## src/sv/tgad_pkg.sv

```systemverilog
// Types and constants shared by the truecolor image stream decoder.
package tgad_pkg;

    typedef enum logic [1:0] {
        PH_HEADER = 2'd0,
        PH_PIXELS = 2'd1,
        PH_SKIP   = 2'd2
    } t_phase;

    typedef enum logic [2:0] {
        KIND_PIXEL   = 3'd0,
        KIND_HDR_OK  = 3'd1,
        KIND_HDR_BAD = 3'd2,
        KIND_SHORT   = 3'd3,
        KIND_END     = 3'd4
    } t_kind;

    typedef struct packed {
        logic        valid;
        t_kind       kind;
        logic [31:0] color;
        logic [31:0] pixel_index;
        logic [15:0] image_width;
        logic [15:0] image_height;
        logic        file_end;
    } t_result;

    localparam int DATA_W  = 96;
    localparam int KIND_W  = 3;

    localparam logic [4:0] HDR_IDX_TYPE      = 5'd2;
    localparam logic [4:0] HDR_IDX_WIDTH_LO  = 5'd12;
    localparam logic [4:0] HDR_IDX_WIDTH_HI  = 5'd13;
    localparam logic [4:0] HDR_IDX_HEIGHT_LO = 5'd14;
    localparam logic [4:0] HDR_IDX_HEIGHT_HI = 5'd15;
    localparam logic [4:0] HDR_IDX_BPP       = 5'd16;
    localparam logic [4:0] HDR_IDX_DESC      = 5'd17;

    localparam logic [7:0] IMAGE_TYPE_TRUECOLOR = 8'd2;
    localparam logic [7:0] BPP_ALPHA            = 8'd32;
    localparam logic [7:0] BPP_RGB              = 8'd24;
    localparam logic [7:0] DESC_ALPHA           = 8'd8;
    localparam logic [7:0] DESC_RGB             = 8'd0;
    localparam logic [7:0] ALPHA_OPAQUE         = 8'hFF;

    localparam logic [1:0] BP_FINAL_ALPHA = 2'd3;
    localparam logic [1:0] BP_FINAL_RGB   = 2'd2;

endpackage

```

## src/sv/tgad_core.sv

```systemverilog
// Header check, pixel assembly and destination index state for one byte per cycle while i_accept is high.
module tgad_core (
    input  logic              i_clk,
    input  logic              i_rst_n,
    input  logic              i_accept,
    input  logic [7:0]        i_byte,
    input  logic              i_last,
    output tgad_pkg::t_result o_res
);
    import tgad_pkg::*;

    t_phase      r_phase, n_phase;
    logic [4:0]  r_hdr_cnt, n_hdr_cnt;
    logic        r_hdr_ok, n_hdr_ok;
    logic [15:0] r_width, n_width;
    logic [15:0] r_height, n_height;
    logic        r_has_alpha, n_has_alpha;
    logic [1:0]  r_bp, n_bp;
    logic [23:0] r_partial, n_partial;
    logic [15:0] r_col, n_col;
    logic [15:0] r_row, n_row;
    logic [31:0] r_row_base, n_row_base;
    logic [31:0] r_prod, n_prod;

    logic        hdr_bad_byte;
    logic        ok_now;
    logic        hdr_end;
    logic        img_empty;
    logic [1:0]  final_bp;
    logic        pix_done;
    logic        last_pix;
    logic        row_end;
    logic [16:0] col_inc;
    logic [16:0] row_inc;
    logic [15:0] height_m1;
    logic [23:0] pix_rgb;
    logic [7:0]  alpha;

    assign height_m1 = r_height - 16'd1;
    assign n_prod    = height_m1 * r_width;
    assign hdr_end   = (r_hdr_cnt == HDR_IDX_DESC);
    assign img_empty = (r_width == 16'd0) || (r_height == 16'd0);
    assign ok_now    = r_hdr_ok & ~hdr_bad_byte;
    assign final_bp  = r_has_alpha ? BP_FINAL_ALPHA : BP_FINAL_RGB;
    assign pix_done  = (r_bp >= final_bp);
    assign col_inc   = {1'b0, r_col} + 17'd1;
    assign row_inc   = {1'b0, r_row} + 17'd1;
    assign row_end   = (col_inc == {1'b0, r_width});
    assign last_pix  = row_end && (row_inc == {1'b0, r_height});
    assign alpha     = r_has_alpha ? i_byte : ALPHA_OPAQUE;

    always_comb begin
        hdr_bad_byte = 1'b0;
        priority if (r_hdr_cnt == HDR_IDX_TYPE) begin
            hdr_bad_byte = (i_byte != IMAGE_TYPE_TRUECOLOR);
        end else if (r_hdr_cnt < HDR_IDX_WIDTH_LO) begin
            hdr_bad_byte = (i_byte != 8'd0);
        end else if (r_hdr_cnt == HDR_IDX_BPP) begin
            hdr_bad_byte = (i_byte != BPP_ALPHA) && (i_byte != BPP_RGB);
        end else if (r_hdr_cnt == HDR_IDX_DESC) begin
            hdr_bad_byte = (i_byte != (r_has_alpha ? DESC_ALPHA : DESC_RGB));
        end else begin
            hdr_bad_byte = 1'b0;
        end
    end

    always_comb begin
        unique case (r_bp)
            2'd0:    pix_rgb = {i_byte, 16'd0};
            2'd1:    pix_rgb = {r_partial[23:16], i_byte, 8'd0};
            2'd2:    pix_rgb = {r_partial[23:8], i_byte};
            default: pix_rgb = r_partial;
        endcase
    end

    // Next phase.
    always_comb begin
        n_phase = r_phase;
        if (i_accept) begin
            if (i_last) begin
                n_phase = PH_HEADER;
            end else begin
                unique case (r_phase)
                    PH_HEADER: begin
                        if (hdr_end) begin
                            n_phase = (!ok_now || img_empty) ? PH_SKIP : PH_PIXELS;
                        end
                    end
                    PH_PIXELS: begin
                        if (pix_done && last_pix) begin
                            n_phase = PH_SKIP;
                        end
                    end
                    default: n_phase = PH_SKIP;
                endcase
            end
        end
    end

    // Result for the current transaction.
    always_comb begin
        o_res = '0;
        if (i_accept) begin
            unique case (r_phase)
                PH_HEADER: begin
                    priority if (!hdr_end) begin
                        o_res.valid    = i_last;
                        o_res.kind     = KIND_SHORT;
                        o_res.file_end = 1'b1;
                    end else if (!ok_now) begin
                        o_res.valid    = 1'b1;
                        o_res.kind     = KIND_HDR_BAD;
                        o_res.file_end = i_last;
                    end else if (img_empty || !i_last) begin
                        o_res.valid        = 1'b1;
                        o_res.kind         = KIND_HDR_OK;
                        o_res.image_width  = r_width;
                        o_res.image_height = r_height;
                        o_res.file_end     = i_last;
                    end else begin
                        o_res.valid    = 1'b1;
                        o_res.kind     = KIND_SHORT;
                        o_res.file_end = 1'b1;
                    end
                end
                PH_PIXELS: begin
                    priority if (!pix_done || (i_last && !last_pix)) begin
                        o_res.valid    = i_last;
                        o_res.kind     = KIND_SHORT;
                        o_res.file_end = 1'b1;
                    end else begin
                        o_res.valid       = 1'b1;
                        o_res.kind        = KIND_PIXEL;
                        o_res.color       = {alpha, pix_rgb};
                        o_res.pixel_index = r_row_base + {16'd0, r_col};
                        o_res.file_end    = i_last;
                    end
                end
                default: begin
                    o_res.valid    = i_last;
                    o_res.kind     = KIND_END;
                    o_res.file_end = 1'b1;
                end
            endcase
        end
    end

    // Counters and header fields.
    always_comb begin
        n_hdr_cnt   = r_hdr_cnt;
        n_hdr_ok    = r_hdr_ok;
        n_width     = r_width;
        n_height    = r_height;
        n_has_alpha = r_has_alpha;
        n_bp        = r_bp;
        n_partial   = r_partial;
        n_col       = r_col;
        n_row       = r_row;
        n_row_base  = r_row_base;
        if (i_accept) begin
            unique case (r_phase)
                PH_HEADER: begin
                    n_hdr_ok = ok_now;
                    if (r_hdr_cnt == HDR_IDX_WIDTH_LO) begin
                        n_width = {8'd0, i_byte};
                    end
                    if (r_hdr_cnt == HDR_IDX_WIDTH_HI) begin
                        n_width = {i_byte, r_width[7:0]};
                    end
                    if (r_hdr_cnt == HDR_IDX_HEIGHT_LO) begin
                        n_height = {8'd0, i_byte};
                    end
                    if (r_hdr_cnt == HDR_IDX_HEIGHT_HI) begin
                        n_height = {i_byte, r_height[7:0]};
                    end
                    if (r_hdr_cnt == HDR_IDX_BPP) begin
                        n_has_alpha = (i_byte == BPP_ALPHA);
                    end
                    if (!hdr_end) begin
                        n_hdr_cnt = r_hdr_cnt + 5'd1;
                    end else begin
                        n_row_base = r_prod;
                        n_col      = 16'd0;
                        n_row      = 16'd0;
                        n_bp       = 2'd0;
                        n_partial  = 24'd0;
                    end
                end
                PH_PIXELS: begin
                    n_partial = pix_rgb;
                    if (!pix_done) begin
                        n_bp = r_bp + 2'd1;
                    end else begin
                        n_bp = 2'd0;
                        if (!last_pix) begin
                            if (row_end) begin
                                n_col      = 16'd0;
                                n_row      = row_inc[15:0];
                                n_row_base = r_row_base - {16'd0, r_width};
                            end else begin
                                n_col = col_inc[15:0];
                            end
                        end
                    end
                end
                default: begin
                    n_bp = r_bp;
                end
            endcase
        end
    end

    always_ff @(posedge i_clk) begin
        r_prod <= n_prod;
        if (!i_rst_n || (i_accept && i_last)) begin
            r_phase     <= PH_HEADER;
            r_hdr_cnt   <= 5'd0;
            r_hdr_ok    <= 1'b1;
            r_width     <= 16'd0;
            r_height    <= 16'd0;
            r_has_alpha <= 1'b0;
            r_bp        <= 2'd0;
            r_partial   <= 24'd0;
            r_col       <= 16'd0;
            r_row       <= 16'd0;
            r_row_base  <= 32'd0;
        end else begin
            r_phase     <= n_phase;
            r_hdr_cnt   <= n_hdr_cnt;
            r_hdr_ok    <= n_hdr_ok;
            r_width     <= n_width;
            r_height    <= n_height;
            r_has_alpha <= n_has_alpha;
            r_bp        <= n_bp;
            r_partial   <= n_partial;
            r_col       <= n_col;
            r_row       <= n_row;
            r_row_base  <= n_row_base;
        end
    end

endmodule

```

## src/sv/tgad_out_stage.sv

```systemverilog
// Output register that holds one result until the downstream side takes it.
module tgad_out_stage (
    input  logic              i_clk,
    input  logic              i_rst_n,
    input  logic              i_accept,
    input  tgad_pkg::t_result i_res,
    input  logic              i_m_tready,
    output logic              o_in_ready,
    output logic              o_valid,
    output tgad_pkg::t_result o_res
);
    import tgad_pkg::*;

    logic    r_valid;
    t_result r_res;

    assign o_in_ready = !r_valid || i_m_tready;
    assign o_valid    = r_valid;
    assign o_res      = r_res;

    always_ff @(posedge i_clk) begin
        if (!i_rst_n) begin
            r_valid <= 1'b0;
        end else if (o_in_ready) begin
            r_valid <= i_accept && i_res.valid;
        end
    end

    always_ff @(posedge i_clk) begin
        if (i_accept && i_res.valid) begin
            r_res <= i_res;
        end
    end

endmodule

```

## src/sv/tga_truecolor_stream_decoder.sv

```systemverilog
// Streaming decoder for uncompressed truecolor TGA files, one file byte per transaction.
// The block takes one byte in every clock cycle unless the output register stalls; each
// result appears on the master side in the cycle after the byte that causes it, and the
// slave side stalls only while the single output register holds a result not yet taken.
// The first 18 bytes are the header; it produces an accepted or rejected result, and
// each complete 3 or 4 byte pixel produces a packed color with its bottom-up destination
// index. A file that ends early produces a too-short result, so pixels already sent for
// that file must be dropped. Every result that carries tlast leaves the block ready for
// the next file. The row base multiply is registered and settles during the header.
module tga_truecolor_stream_decoder (
    input  logic        i_clk,
    input  logic        i_rst_n,
    input  logic        i_s_axis_tvalid,
    output logic        o_s_axis_tready,
    input  logic [7:0]  i_s_axis_tdata,   // file_byte [7:0]
    input  logic        i_s_axis_tlast,   // last_byte
    output logic        o_m_axis_tvalid,
    input  logic        i_m_axis_tready,
    output logic [tgad_pkg::DATA_W-1:0] o_m_axis_tdata,
    // color [31:0], pixel_index [63:32], image_width [79:64], image_height [95:80]
    output logic [tgad_pkg::KIND_W-1:0] o_m_axis_tuser,  // kind [2:0]
    output logic        o_m_axis_tlast    // file_end
);
    import tgad_pkg::*;

    logic    accept;
    t_result core_res;
    t_result out_res;

    assign accept = i_s_axis_tvalid && o_s_axis_tready;

    tgad_core u_core (
        .i_clk    (i_clk),
        .i_rst_n  (i_rst_n),
        .i_accept (accept),
        .i_byte   (i_s_axis_tdata),
        .i_last   (i_s_axis_tlast),
        .o_res    (core_res)
    );

    tgad_out_stage u_out (
        .i_clk      (i_clk),
        .i_rst_n    (i_rst_n),
        .i_accept   (accept),
        .i_res      (core_res),
        .i_m_tready (i_m_axis_tready),
        .o_in_ready (o_s_axis_tready),
        .o_valid    (o_m_axis_tvalid),
        .o_res      (out_res)
    );

    assign o_m_axis_tdata = {out_res.image_height, out_res.image_width,
                             out_res.pixel_index, out_res.color};
    assign o_m_axis_tuser = out_res.kind;
    assign o_m_axis_tlast = out_res.file_end;

endmodule

```

## config.mk

```make
export PLATFORM = sky130hd
export DESIGN_NAME = tga_truecolor_stream_decoder
export DESIGN_NICKNAME = d
export VERILOG_FILES = /design/src/sv/tgad_pkg.sv /design/src/sv/tgad_core.sv /design/src/sv/tgad_out_stage.sv /design/src/sv/tga_truecolor_stream_decoder.sv
export SDC_FILE = /design/constraint.sdc
export NUM_CORES = 1
export LEC_CHECK = 0
export BUFFER_PORTS_ARGS = -buffer_cell sky130_fd_sc_hd__buf_2
export CAP_MARGIN = 20
export CORE_MARGIN = 1.5
export CORE_UTILIZATION = 55
export DETAILED_ROUTE_END_ITERATION = 16
export GPL_TIMING_DRIVEN = 0
export PLACE_DENSITY = 0.71
export SLEW_MARGIN = 40
export SYNTH_ARGS = -nofsm -noshare
export SYNTH_HDL_FRONTEND = slang
export SYNTH_SLANG_ARGS = --single-unit
export TNS_END_PERCENT = 50
```

## constraint.sdc

```tcl
create_clock -name i_clk -period 13.1 [get_ports i_clk]
set_clock_uncertainty 0.2 [all_clocks]
set_input_delay 0.655 -clock i_clk [delete_from_list [all_inputs] [get_ports i_clk]]
set_output_delay 0.655 -clock i_clk [all_outputs]
set_load 0.01 [all_outputs]
```

### Word level (Yosys, flattened, before mapping)

Index checks and enable logic that the tools add are counted.

* muxes and demuxes: 53
* bitwise logic cells: 7
* $lt $le $gt $ge: 2
* add/sub/neg operators: 7
* $mul: 1
* reduce and logical (&&, ||, !) cells: 40
* equality and inequality tests: 23

Operator list (number)
* 32-bit two-way mux: 8
* 16-bit two-way mux: 11
* 64-bit two-way mux: 2
* 101-bit two-way mux: 1
* 24-bit one-hot mux with 3 select lines: 1
* 16-bit one-hot mux with 2 select lines: 2
* 32-bit one-hot mux with 2 select lines: 1
* 24-bit one-hot mux with 2 select lines: 1
* 16-bit by 1-bit adder with 17-bit output (second input constant): 2
* 17-bit by 16-bit equality test with 1-bit output: 2
* 32-bit by 16-bit adder with 32-bit output: 1
* 16-bit zero test: 2
* 16-bit by 16-bit multiplier with 32-bit output: 1
* 32-bit by 16-bit subtractor with 32-bit output: 1
* 24-bit two-way mux: 1
* 5-bit by 4-bit equality test with 1-bit output (second input constant): 4
* 3-bit AND reduction: 6
* 2-bit two-way mux: 8
* 16-bit by 1-bit subtractor with 16-bit output (second input constant): 1
* 4-bit two-way mux: 3
* 5-bit equality test (second input constant): 2
* 5-bit AND reduction: 2
* 1-bit two-way mux: 9
* 8-bit by 6-bit equality test with 1-bit output (second input constant): 1
* 30 further kinds: 60

* input port bits: 13
* word-level logic and storage cells: 154
* flip-flop bits (word level): 264
* output and inout bits: 102

### Logic depth before layout (Yosys ltp)

Gate-level depths: netlist (run 1).

* word-level depth: 14
* gate-level depth with buffers: 30
* mapped depth without buffers: 28

### Cells and area by module

Synthesis (run 1) repeated with hierarchy kept, for this count alone.

* cell total of the unflattened synthesis: 2550
* area total of the unflattened synthesis: 22424.0 um^2

By module, submodules not included
* tgad_core: times used 1, area an instance 19332.3 um^2, sequential area each 3263.1 um^2, cells an instance 2443
* tgad_out_stage: times used 1, area an instance 3085.5 um^2, sequential area each 3052.9 um^2, cells an instance 106
* tga_truecolor_stream_decoder: times used 1, area an instance 6.3 um^2, sequential area each 0.0 um^2, cells an instance 1

### Worst setup path after synthesis (run 1)

Ideal clock, no wire load.

* kind: reg-to-reg
* start point: reg u_core.r_height[2]
* end point: reg u_core.r_prod[30]
* required time: 12.828 ns
* setup slack: 5.080 ns
* period minus slack after synthesis: 8.020 ns
* library setup time: 0.072 ns
* buffers on the path: 3
* data arrival time: 7.748 ns
* stages on the path, launching flop included: 31
* cells stage by stage: dfxtp_1 > clkbuf_1 > or4_1 > nor2_1 > nand2_1 > clkbuf_1 > nor4_1 > xor2_1 > clkbuf_1 > nand2_1 > fa_1 > fa_1 > inv_1 > fa_1 > inv_1 > fa_1 > inv_1 > fa_1 > inv_1 > fa_1 > inv_1 > ha_1 > and2_1 > a22o_1 > o21a_1 > o31a_1 > o311a_1 > o211ai_1 > o21ai_0 > o211ai_1 > xnor2_1

* longest elaborated chain between the ends: 2

RTL lines
* start, declared: RTL line tgad_core.sv:16 `logic [15:0] r_height, n_height;`
* start signal, assigned: RTL line tgad_core.sv:232 `r_height <= n_height;`
* 16-bit by 1-bit subtractor with 16-bit output: RTL line tgad_core.sv:39 `assign height_m1 = r_height - 16'd1;`
* 16-bit by 16-bit multiplier with 32-bit output: RTL line tgad_core.sv:40 `assign n_prod = height_m1 * r_width;`
* named net u_core.n_prod[30]: RTL line tgad_core.sv:23 `logic [31:0] r_prod, n_prod;`
* end signal, assigned: RTL line tgad_core.sv:214 `r_prod <= n_prod;`
* end, declared: RTL line tgad_core.sv:23

The timed path passes the listed nets, and every way through them passes these cells.
A chain may end at the register's enable or synchronous reset.

### Final worst setup path (run 1)

* start point: reg u_core.r_height[0]
* end point: reg u_core.r_prod[20]

Same word-level chain as after synthesis.

==> flow_metrics.tcl, run 1 <==
set metrics [dict create \
    result_of_the_run "completed" \
    post_cts_resized 0 \
    netlist-cell-type-count 73 \
    timing.critical_path.slowest_cell_delay_ns 0.67 \
    portion_of_synthesized_cell_area_occupied_by_the_leading_cell_type_pct 17.8 \
    postSynthCellCount 2488 \
    die_w_um 203 \
    fin_nets 2994 \
    finalCriticalPeriod_ns 9.84 \
    cp_num_cells 30 \
    power.share.sequential_pct 50.4 \
    power_switching_uw 387 \
    ff2ff_path_depth 30 \
    timing.setup.tns_ns 0 \
    setup_violations 0 \
    grt_first_pass_wirelength_um 101000 \
    worst_hold_startpoint "i_rst_n" \
    post_synth_instance_area_um2 22000 \
    synth_seq_cells 264 \
    timing.critical_path.slowest_stage_cell "sky130_fd_sc_hd__xor2_1" \
    htreeDepth 1 \
    grt_pass1_vias 18500 \
    cts_root_buf "sky130_fd_sc_hd__clkbuf_16" \
    count_of_maximum_capacitance_violations 0 \
    via_count 18700 \
    report.final.hold_viol_count 0 \
    cts-buffers-inserted 26 \
    hold_class "in2reg" \
    postRouteWirelength_um 63800 \
    maximum_number_of_pins_on_one_net_before_global_route_repair 23 \
    top_level_ports 115 \
    clkPwrFrac_pct 44.8 \
    clkLatencyLatePin_ns 0.55 \
    startpoint_type "flop" \
    number_of_antenna_violations_at_the_first_check_in_global_routing 1 \
    synth.most_common_cell "sky130_fd_sc_hd__inv_1" \
    port-buffer-count 113 \
    yosys-top-cells-area "sky130_fd_sc_hd__fa_1 (18%), sky130_fd_sc_hd__dfxtp_1 (15%), sky130_fd_sc_hd__edfxtp_1 (14%)" \
    fmax_ghz 0.102 \
    number_of_buffers_inserted_by_post_cts_setup_repair 0 \
    detailedRoute.firstPassIterationCount 6 \
    worst-setup-path-type "reg2reg" \
    avgRoutedWirePerCell_um 20.1 \
    drt-initial-drc-count 1453 \
    n_antenna_cell 0 \
    layout-drive-gt1-share_pct 8.32 \
    critPathTopFamily "adder cells" \
    initial_utilization_pct 55.6 \
    netlist_top_cells_count "sky130_fd_sc_hd__inv_1 (284), sky130_fd_sc_hd__nor2_1 (261), sky130_fd_sc_hd__nand2_1 (236)" \
    report.final.slew_viol_count 0 \
    ctsLongestPathBuffers 3 \
    critical_path_buf_inv_count 9 \
    hold_buffers 0 \
    detailedPlacementHpwl_um 51000 \
    worst-endpoint-arrival_ns 10.03 \
    post_synth.cell_area_avg_um2 8.86 \
    floorplan.die.height_um 203 \
    synth_warnings 0 \
    post_synth_edffs 100 \
    startpoint "u_core.r_height[0]$_SDFFE_PP0P_" \
    ys.flop_type "sky130_fd_sc_hd__dfxtp_1" \
    reg2reg_setup_slack_ns 3.26 \
    grt_overflow_total 0 \
    yosysSeqAreaShare_pct 28.5 \
    netSwitchingFraction_pct 22.5 \
    total_power_density_per_cell_area_nw_per_um2 70.8 \
    vias_per_cell 5.88 \
    unrepaired_setup_endpoints_after_global_routing "no" \
    cp-end-kind "flop" \
    synth-async-reset-ratio_pct 0 \
    total_power_mw 1.72 \
    antenna_violating_nets_post_route 0 \
    floorplan.core_area_um2 39600 \
    critical_path.reg2reg.startpoint "u_core.r_height[0]$_SDFFE_PP0P_" \
    tightestPinTransition_ns 0.927 \
    synthesis_to_layout_area_growth_pct 10.1 \
    relative_max_transition_margin_pct 37.8 \
    internal_power_mw 1.33 \
    place_congestion 0.996 \
    clkTransAtPathRegs_ns 0.06 \
    postLayoutCellArea_um2 24300 \
    combPwrFrac_pct 4.8 \
    p_leak_nw 10.8 \
    irDropWorstVdd_mv 0.0875 \
    worst-path-max-fanout 10 \
    critical_path.reg2reg.endpoint "u_core.r_prod[20]$_DFF_P_" \
    place_area_um2 23400 \
    rows 73 \
    final.period_utilization_pct 75.1 \
    worst_setup_path_endpoint "u_core.r_prod[20]$_DFF_P_" \
    design.die.area_um2 41300 \
    numClockSinks 264 \
    post-synth-top-area-cell "sky130_fd_sc_hd__fa_1" \
    cts_tree "done" \
    drc_errors 0 \
    required_time_at_the_endpoint_of_the_critical_path_ns 13.29 \
    synth_nets 2847 \
    fillers 3510 \
    global_route.usage.total_pct 31.4 \
]
kinds of logic after synthesis:
kind of cell / share of synthesized area, %
compound gates: 13.3
xor+xnor: 4.05
fa+ha+maj: 26.3
buf+inv: 7.51
flops: 28.5
mux: 0.772
simple gates: 19.5
worst min path at each step:
stage | end | cells after the start
floorplan | u_core.r_row_base[6]$_SDFFE_PP0P_ | 2
global placement | u_core.r_partial[11]$_SDFFE_PP0P_ | 2
detailed placement | u_core.r_partial[8]$_SDFFE_PP0P_ | 2
CTS | u_out.o_valid$_SDFFE_PN0N_ | 2
global route | u_out.o_valid$_SDFFE_PN0N_ | 2
finish | u_out.o_valid$_SDFFE_PN0N_ | 2
per-stage QoR:
stage | hold WS (ns) | std cells | worst slack [ns] | util (%)
3_5_place_dp | 0.279 | 3132 | 3.15 | 59.0
2_1_floorplan | 0.253 | 2488 | 5.08 | -
6_report | 0.202 | 3180 | 3.26 | 61.2
5_1_grt | 0.202 | 3180 | 2.91 | 61.2
4_1_cts | 0.185 | 3180 | 3.16 | 61.2
3_3_place_gp | 0.266 | 3126 | 3.28 | 58.7
layout by cell type (no fill, tap or decap), drive strengths merged, types with 51 or more instances in the layout:
cell / n
inv: 285
nor2: 261
nand2: 237
fa: 196
dfxtp: 164
ha: 150
buf: 149
clkbuf: 141
a21oi: 125
and2: 119
edfxtp: 100
o21ai: 89
a22oi: 57
xnor2: 56
nor3: 51
power by group through the flow:
stage / clock network, mW / registers, mW / logic [mW]
2_1_floorplan: 0 / 0.891 / 0.0394
3_3_place_gp: 0 / 0.887 / 0.0751
3_5_place_dp: 0 / 0.884 / 0.0807
4_1_cts: 0.777 / 0.866 / 0.0811
5_1_grt: 0.808 / 0.866 / 0.0872
6_report: 0.770 / 0.866 / 0.0824
flip-flops by register name (all words and copies together), names as in the netlist:
name / flops
u_core.r_bp: 2
u_core.r_col: 16
u_core.r_has_alpha: 1
u_core.r_hdr_cnt: 5
u_core.r_hdr_ok: 1
u_core.r_height: 16
u_core.r_partial: 24
u_core.r_phase: 2
u_core.r_prod: 32
u_core.r_row: 16
u_core.r_row_base: 32
u_core.r_width: 16
u_out.o_res: 100
u_out.o_valid: 1
per-layer routing:
layer | global-route usage (%) | vias to the layer above | wire [um]
met5 | 0 | - | 12
met4 | 12.6 | 2 | 2640
met3 | 4.07 | 152 | 4550
met2 | 52.9 | 774 | 30100
met1 | 40.9 | 9096 | 26500
li1 | - | 8678 | -
worst reg2reg max path: cells and delay by family (launching register included):
family,cells,cell delay [ns]
fa+ha+maj,8,3.79
buf+inv,9,2.01
compound gates,7,2.00
simple gates,5,0.69
xor+xnor,1,0.67
flops,1,0.32
cell type report:
| cell class | count | area, um2 | share of cell area [%] |
|---|---|---|---|
| clock inverter | 15 | 150 | 0.619 |
| inverter | 284 | 1070 | 4.39 |
| tap | 525 | 657 | 2.71 |
| multi-input combinational | 1802 | 14100 | 58.3 |
| buffer | 138 | 589 | 2.43 |
| clock buffer | 33 | 718 | 2.96 |
| sequential | 264 | 6290 | 25.9 |
| timing repair buffer | 119 | 661 | 2.72 |
Note: power is estimated with default switching activity, not from simulation.
==> inputs of run 2 (changes only) <==
==> constraint.sdc (replaced) <==
create_clock -name i_clk -period 9.4 [get_ports i_clk]
set_clock_uncertainty 0.2 [all_clocks]
set_input_delay 0.47 -clock i_clk [delete_from_list [all_inputs] [get_ports i_clk]]
set_output_delay 0.47 -clock i_clk [all_outputs]
set_load 0.01 [all_outputs]
==> run 2 against run 1 <==
Compared with the run above:
- non-clock buffer count up 4
- worst hold slack got worse by 0.090 ns
- total power grew 39%
- wire length is essentially flat
- core utilization increased by 0.21 points
- largest cell class unchanged
- cell count grew 0.13%
- critical endpoint unchanged
- maximum frequency increased by 9.3%
- clock power is 39% higher
- worst setup slack worse by 2.9 ns
- count of clock-buffer cells in the layout is the same
==> flow_metrics.tcl, run 2 (synthesized netlist as in run 1, its figures left out) <==
set metrics [dict create \
    result_of_the_run "completed" \
    global_route.usage.total_pct 31.4 \
    number_of_antenna_violations_at_the_first_check_in_global_routing 1 \
    total_power_mw 2.39 \
    startpoint_type "flop" \
    hold_class "in2reg" \
    rows 73 \
    detailedPlacementHpwl_um 51000 \
    layout-drive-gt1-share_pct 8.76 \
    final.period_utilization_pct 95.8 \
    report.final.hold_viol_count 0 \
    antenna_violating_nets_post_route 0 \
    worst-setup-path-type "reg2reg" \
    initial_utilization_pct 55.6 \
    avgRoutedWirePerCell_um 20.0 \
    report.final.slew_viol_count 0 \
    layout_setup_ws_ns 0.394 \
    clkLatencyLatePin_ns 0.55 \
    worst-endpoint-arrival_ns 9.23 \
    ctsLongestPathBuffers 3 \
    htreeDepth 1 \
    top_level_ports 115 \
    post-place-ws_ns -0.547 \
    clkTransAtPathRegs_ns 0.06 \
    required_time_at_the_endpoint_of_the_critical_path_ns 9.62 \
    tightestPinTransition_ns 0.923 \
    place_congestion 0.996 \
    layout_commonest_cell "sky130_fd_sc_hd__inv_1" \
    synthesis_to_layout_area_growth_pct 10.5 \
    fmax_ghz 0.111 \
    postRouteWirelength_um 63800 \
    grt_pass1_vias 18500 \
    floorplan.die.height_um 203 \
    irDropWorstVdd_mv 0.123 \
    vias_per_cell 5.87 \
    setup_violations 0 \
    fin_worst_hold_slack_ns 0.112 \
    largest_reg_flops 100 \
    detailedRoute.firstPassIterationCount 6 \
    maximum_number_of_pins_on_one_net_before_global_route_repair 23 \
    floorplan.core_area_um2 39600 \
    p_leak_nw 10.8 \
    layout.cells.most_common_list "sky130_fd_sc_hd__inv_1 (284), sky130_fd_sc_hd__nor2_1 (258), sky130_fd_sc_hd__nand2_1 (236), sky130_fd_sc_hd__fa_1 (196), sky130_fd_sc_hd__dfxtp_1 (164)" \
    design.die.area_um2 41300 \
    relative_max_transition_margin_pct 38.5 \
    finalCriticalPeriod_ns 9.01 \
    grt_first_pass_wirelength_um 101000 \
    via_count 18700 \
    fin_nets 2998 \
    numClockSinks 264 \
    cts-buffers-inserted 26 \
    placed_cells_incl_taps 3132 \
    drc_errors 0 \
    drt-initial-drc-count 1486 \
    total_power_density_per_cell_area_nw_per_um2 98.3 \
    unrepaired_setup_endpoints_after_global_routing "yes" \
    grt_overflow_total 0 \
    cp-end-kind "flop" \
    multiInputGateArea_um2 14200 \
    cts_tree "done" \
    die_w_um 203 \
    fillers 3494 \
    seq_area_um2 6290 \
    n_antenna_cell 0 \
    worst-path-max-fanout 10 \
    final-instance-count-excl-fill 3184 \
    count_of_maximum_capacitance_violations 0 \
    port-buffer-count 113 \
    timing.setup.tns_ns 0 \
    cts_root_buf "sky130_fd_sc_hd__clkbuf_16" \
]
## run 2: cell types whose count changed in the layout (fill, tap and decap cells not counted), moves of 2 or more
cell	previous run	this run
sky130_fd_sc_hd__xor2_1	46	44
sky130_fd_sc_hd__clkbuf_1	112	107
sky130_fd_sc_hd__buf_4	3	6
sky130_fd_sc_hd__xor2_2	0	2
sky130_fd_sc_hd__clkbuf_2	0	4
## run 2: layer usage
metal  up-vias  global-route usage [%]  routed length, um
li1       8687                       -                  -
met1      9118                    41.0              26600
met2       730                    52.8              30300
met3       150                    4.07               4390
met4         2                    12.7               2570
met5         -                       0                 12
## run 2: power by group
part	switching [mW]	internal, mW
logic	0.0813	0.0336
registers	0.00622	1.20
clock network	0.450	0.622
## run 2: worst max-delay path, cell delays in order, from the launching register on
cell                       delay (ns)
sky130_fd_sc_hd__dfxtp_1         0.29
sky130_fd_sc_hd__clkbuf_1        0.25
sky130_fd_sc_hd__or4_1           0.62
sky130_fd_sc_hd__nor2_1          0.15
sky130_fd_sc_hd__nand2_1         0.15
sky130_fd_sc_hd__nor2_1          0.16
sky130_fd_sc_hd__xor2_1          0.47
sky130_fd_sc_hd__clkbuf_1        0.53
sky130_fd_sc_hd__nand2_1         0.16
sky130_fd_sc_hd__fa_1            0.53
sky130_fd_sc_hd__fa_1            0.52
sky130_fd_sc_hd__fa_1            0.51
sky130_fd_sc_hd__inv_1           0.05
sky130_fd_sc_hd__fa_1            0.52
sky130_fd_sc_hd__fa_1            0.50
sky130_fd_sc_hd__inv_1           0.06
sky130_fd_sc_hd__fa_1            0.54
sky130_fd_sc_hd__inv_1           0.05
sky130_fd_sc_hd__ha_1            0.33
sky130_fd_sc_hd__and2_1          0.23
sky130_fd_sc_hd__a22o_1          0.28
sky130_fd_sc_hd__o21a_1          0.21
sky130_fd_sc_hd__o31a_1          0.35
sky130_fd_sc_hd__o21a_1          0.23
sky130_fd_sc_hd__o21a_1          0.18
sky130_fd_sc_hd__o21ai_0         0.25
sky130_fd_sc_hd__nand2_1         0.15
sky130_fd_sc_hd__o311ai_2        0.38
## run 2: what timing repair did
item	4_1_cts	5_1_grt
gates resized for setup	5	12
setup buffers	1	2
hold buffers	1	0
gates cloned	0	0
endpoints found under the hold margin	1	0
setup endpoints to repair	11	8
## run 2: layout make-up
class	count	area share (%)
clock buffer	33	2.95
timing repair buffer	123	2.85
inverter	284	4.38
tap	525	2.70
sequential	264	25.8
buffer	138	2.46
multi-input combinational	1802	58.2
clock inverter	15	0.617
## run 2: final timing paths
check	startpoint	to	cells past startpoint	slack [ns]
setup / recovery	u_core.r_height[2]$_SDFFE_PP0P_	u_core.r_prod[20]$_DFF_P_	27	0.39
hold / removal	i_s_axis_tvalid	u_out.o_res[99]$_SDFFCE_PN0P_	2	0.11
setup reg to reg	u_core.r_height[2]$_SDFFE_PP0P_	u_core.r_prod[20]$_DFF_P_	27	0.39
hold reg to reg	u_core.r_partial[8]$_SDFFE_PP0P_	u_core.r_partial[8]$_SDFFE_PP0P_	2	0.29
## run 2: stage by stage
step           utilization [%]  instance area (um2)
2_1_floorplan                -                22000
3_5_place_dp              59.0                23400
4_1_cts                   61.3                24300
6_report                  61.4                24300
3_3_place_gp              58.7                23300
5_1_grt                   61.4                24300
